## config.mk

```make
export PLATFORM = sky130hd
export DESIGN_NAME = ffha_ram
export DESIGN_NICKNAME = d
export VERILOG_FILES = /design/src/rtl/ffha_ram.sv
export SDC_FILE = /design/constraint.sdc
export NUM_CORES = 2
export LEC_CHECK = 0
export ABC_AREA = 0
export ABC_CLOCK_PERIOD_IN_PS = 3600
export BUFFER_PORTS_ARGS = -buffer_cell sky130_fd_sc_hd__buf_2
export CAP_MARGIN = 20
export CORE_MARGIN = 8
export CORE_UTILIZATION = 49
export CTS_CLUSTER_DIAMETER = 120
export DETAILED_ROUTE_END_ITERATION = 6
export PLACE_DENSITY = 0.6
export SETUP_SLACK_MARGIN = 0.15
export SLEW_MARGIN = 20
export SYNTH_ARGS = -nofsm -noshare
export SYNTH_HDL_FRONTEND = slang
export SYNTH_SLANG_ARGS = --single-unit
```

## constraint.sdc

```tcl
create_clock -name clk_i -period 3.6 [get_ports clk_i]
set_input_delay 0.72 -clock clk_i [delete_from_list [all_inputs] [get_ports clk_i]]
set_output_delay 0.72 -clock clk_i [all_outputs]
set_load 0.005 [all_outputs]
```

## src/rtl/ffha_ram.sv

```systemverilog
`timescale 1ns / 1ps
// ----------------------------------------------------------------------------
// ffha_ram
// Single-port synchronous RAM with a registered read.
// ----------------------------------------------------------------------------
module ffha_ram #(
  parameter int WIDTH = 8,
  parameter int DEPTH = 256
) (
  input  logic                     clk_i,
  input  logic [$clog2(DEPTH)-1:0] addr_i,
  input  logic                     we_i,
  input  logic [WIDTH-1:0]         wdata_i,
  output logic [WIDTH-1:0]         rdata_o
);

  logic [WIDTH-1:0] mem [DEPTH];

  always_ff @(posedge clk_i) begin
    if (we_i) begin
      mem[addr_i] <= wdata_i;
    end
    rdata_o <= mem[addr_i];
  end

endmodule

```

==> impl_metrics.env <==
export IMPL_dp_slack_ns=-0.407
export IMPL_slew_viol_final=0
export IMPL_synth_top_area_cell="edfxtp_1"
export IMPL_grt_pass1_wl_um=286000
export IMPL_worst_setup_path_end_kind="flop"
export IMPL_start_util_pct=49.1
export IMPL_die_h_um=416
export IMPL_viasPerCell=6.17
export IMPL_hp_class="in2reg"
export IMPL_clk_pin_slew_ns=0.06
export IMPL_setup_viol=0
export IMPL_fin_util_pct=57.0
export IMPL_layout_min_cycle_time_ns=3.05
export IMPL_finalCritPeriodShare_pct=84.8
export IMPL_synth_area_leaders="edfxtp_1 78%, mux4_2 15%, a22oi_1 2.4%, nor2_1 1.1%, a21oi_1 0.82%"
export IMPL_rows=147
export IMPL_die_area_um2=173000
export IMPL_htreeDepth=4
export IMPL_finalNonFillerCells=6295
export IMPL_cts_buffer_depth=3
export IMPL_avgSynthCellArea_um2=22.1
export IMPL_ys_types=22
export IMPL_hpwl_um=124000
export IMPL_insertion_delay_ns=0.81
export IMPL_post_cts_buffers=0
export IMPL_dpl_cell_count=5916
export IMPL_gp_congestion=0.858
export IMPL_fillers=11500
export IMPL_yosys_area_top_type_share_pct=78.3
export IMPL_outcome="finished, final reports clean"
export IMPL_drv_cap=0
export IMPL_io_pins=26
export IMPL_setup_ws_ns=0.548
export IMPL_ys_seq_elements=2056
export IMPL_grt_max_degree=110
export IMPL_ff_latch_area_um2=61700
export IMPL_drt_antenna_violating_nets=0
export IMPL_numCtsBuffers=203
export IMPL_ir_drop_mv=0.519
export IMPL_cts_resized=0
export IMPL_ys_seq_area_share_pct=78.6
export IMPL_crit_path_start_kind="primary input"
export IMPL_area_growth_pct=16.0
export IMPL_wl_um=197000
export IMPL_first_iter_violations=4829
export IMPL_core_um2=160000
export IMPL_antenna_found_initial=10
export IMPL_grt_usage_pct=22.5
export IMPL_skew_ns=0.0298
export IMPL_p_per_area_nw_per_um2=542
export IMPL_syn_inst=3547
export IMPL_ys_warn_count=0
export IMPL_cts_sinks=2056
export IMPL_vias=38800
export IMPL_crit_type="in2reg"
export IMPL_first_pass_iters=5
export IMPL_hold_viol=0
export IMPL_synth_area_um2=78500
export IMPL_route_detailed_drc=0
export IMPL_p_leak_nw=28.6
export IMPL_tightest_slew_ns=1.08
export IMPL_gr_total_overflow=0
export IMPL_fin_nets=4053
export IMPL_whs_ns=0.320
export IMPL_rsz0062_at_grt="no"
export IMPL_cp_arrival_ns=3.71
export IMPL_multi_input_area_um2=15800
export IMPL_required_ns=4.26
export IMPL_critPathMaxFanout=19
export IMPL_drive_gt1_share_pct=31.3
export IMPL_ctsHoldBuffers=0
export IMPL_portBuffers=25
export IMPL_die_x_um=416
export IMPL_grt_pass1_vias=40100
export IMPL_wl_per_cell_um=31.3
export IMPL_cts_root_buf="clkbuf_16"
export IMPL_total_power_w=0.0493
export IMPL_cts_tree="done"
export IMPL_max_slew_margin_pct=27.9
export IMPL_timing_fmax_mhz=328
export IMPL_syn_nets=3565
path summary, 6_finish.rpt:
path	startpoint	to	slack [ns]	cells after the start
max	addr_i[0]	rdata_o[5]	0.55	9
min reg2reg	mem[194][2]	rdata_o[2]	1.02	5
max reg2reg	mem[36][5]	rdata_o[5]	0.90	6
min	wdata_i[3]	mem[64][3]	0.32	1
flip-flops by register name, summed over array words and instances (netlist names):
signal and cells:
mem 2048, rdata_o 8
stage by stage:
step / TNS (ns) / cell area (um^2)
after floorplan: 0 / 78500
after global placement: -1.31 / 84600
after detailed placement: -1.11 / 84600
after CTS: 0 / 91000
after global routing: 0 / 91000
final: 0 / 91000
cell type report:
class | count | area share [%]
flip-flops and latches | 2056 | 67.7
multi-input cells | 1258 | 17.3
clock buffers | 256 | 5.98
repair buffers | 515 | 4.97
well taps | 2086 | 2.87
clock inverters | 121 | 1.13
diodes | 2 | 0.00550
inverters | 1 | 0.00412
cells in the final DEF, fill, tap and decap left out, drive strengths merged:
master and count:
nand4 8, o41ai 32, or2 2, nor2b 7, clkinv 94, nand3 13, inv 4, a21oi 128
dfxtp 8, edfxtp 2048, or3 1, mux4 512, bufinv 16, and2 3, diode 2, clkinvlp 8
a22oi 256, nand2b 6, clkbuf 257, nand2 28, nor2 232, nor3 30, buf 514
worst max-delay path: stages:
cell	delay (ns)
buf_8	0.26
buf_12	0.25
buf_12	0.19
mux4_2	0.53
a22oi_1	0.31
a21oi_1	0.21
o41ai_1	0.76
buf_4	0.28
nand4_1	0.12
kinds of logic (layout without fill, tap and decap cells):
logic type / after synthesis / after routing / synth area share, %
AOI/OAI and AO/OA: 416 / 416 / 3.62
muxes: 512 / 512 / 14.7
other: 0 / 2 / 0
buffers and inverters: 233 / 893 / 1.40
and+or+nand+nor: 330 / 330 / 1.73
DFF: 2056 / 2056 / 78.6
Yosys cell counts:
| master | number |
|---|---|
| nor3_1 | 30 |
| inv_1 | 1 |
| nand4_1 | 8 |
| buf_2 | 36 |
| dfxtp_1 | 8 |
| nand2_1 | 28 |
| or2_2 | 2 |
| mux4_2 | 512 |
| and2_1 | 3 |
| buf_6 | 16 |
| nor2b_1 | 7 |
| clkbuf_1 | 145 |
| a22oi_1 | 256 |
| nand2b_1 | 6 |
| a21oi_1 | 128 |
| buf_4 | 16 |
| nor2_1 | 232 |
| or3_1 | 1 |
| o41ai_1 | 32 |
| edfxtp_1 | 2048 |
| buf_1 | 19 |
| nand3_1 | 13 |
routing by layer:
layer | global-route usage, % | routed length, um
met2 | 36.4 | 96500
met5 | 0 | 0
met4 | 6.47 | 5570
met3 | 4.20 | 15600
met1 | 31.7 | 79400
report_power, final:
group	internal (W)	switching (W)	leakage, nW
logic	0.000879	0.00149	7.01
registers	0.0264	0.0000321	18.5
clock network	0.0118	0.00872	3.15
(Power assumes the default switching activity.)
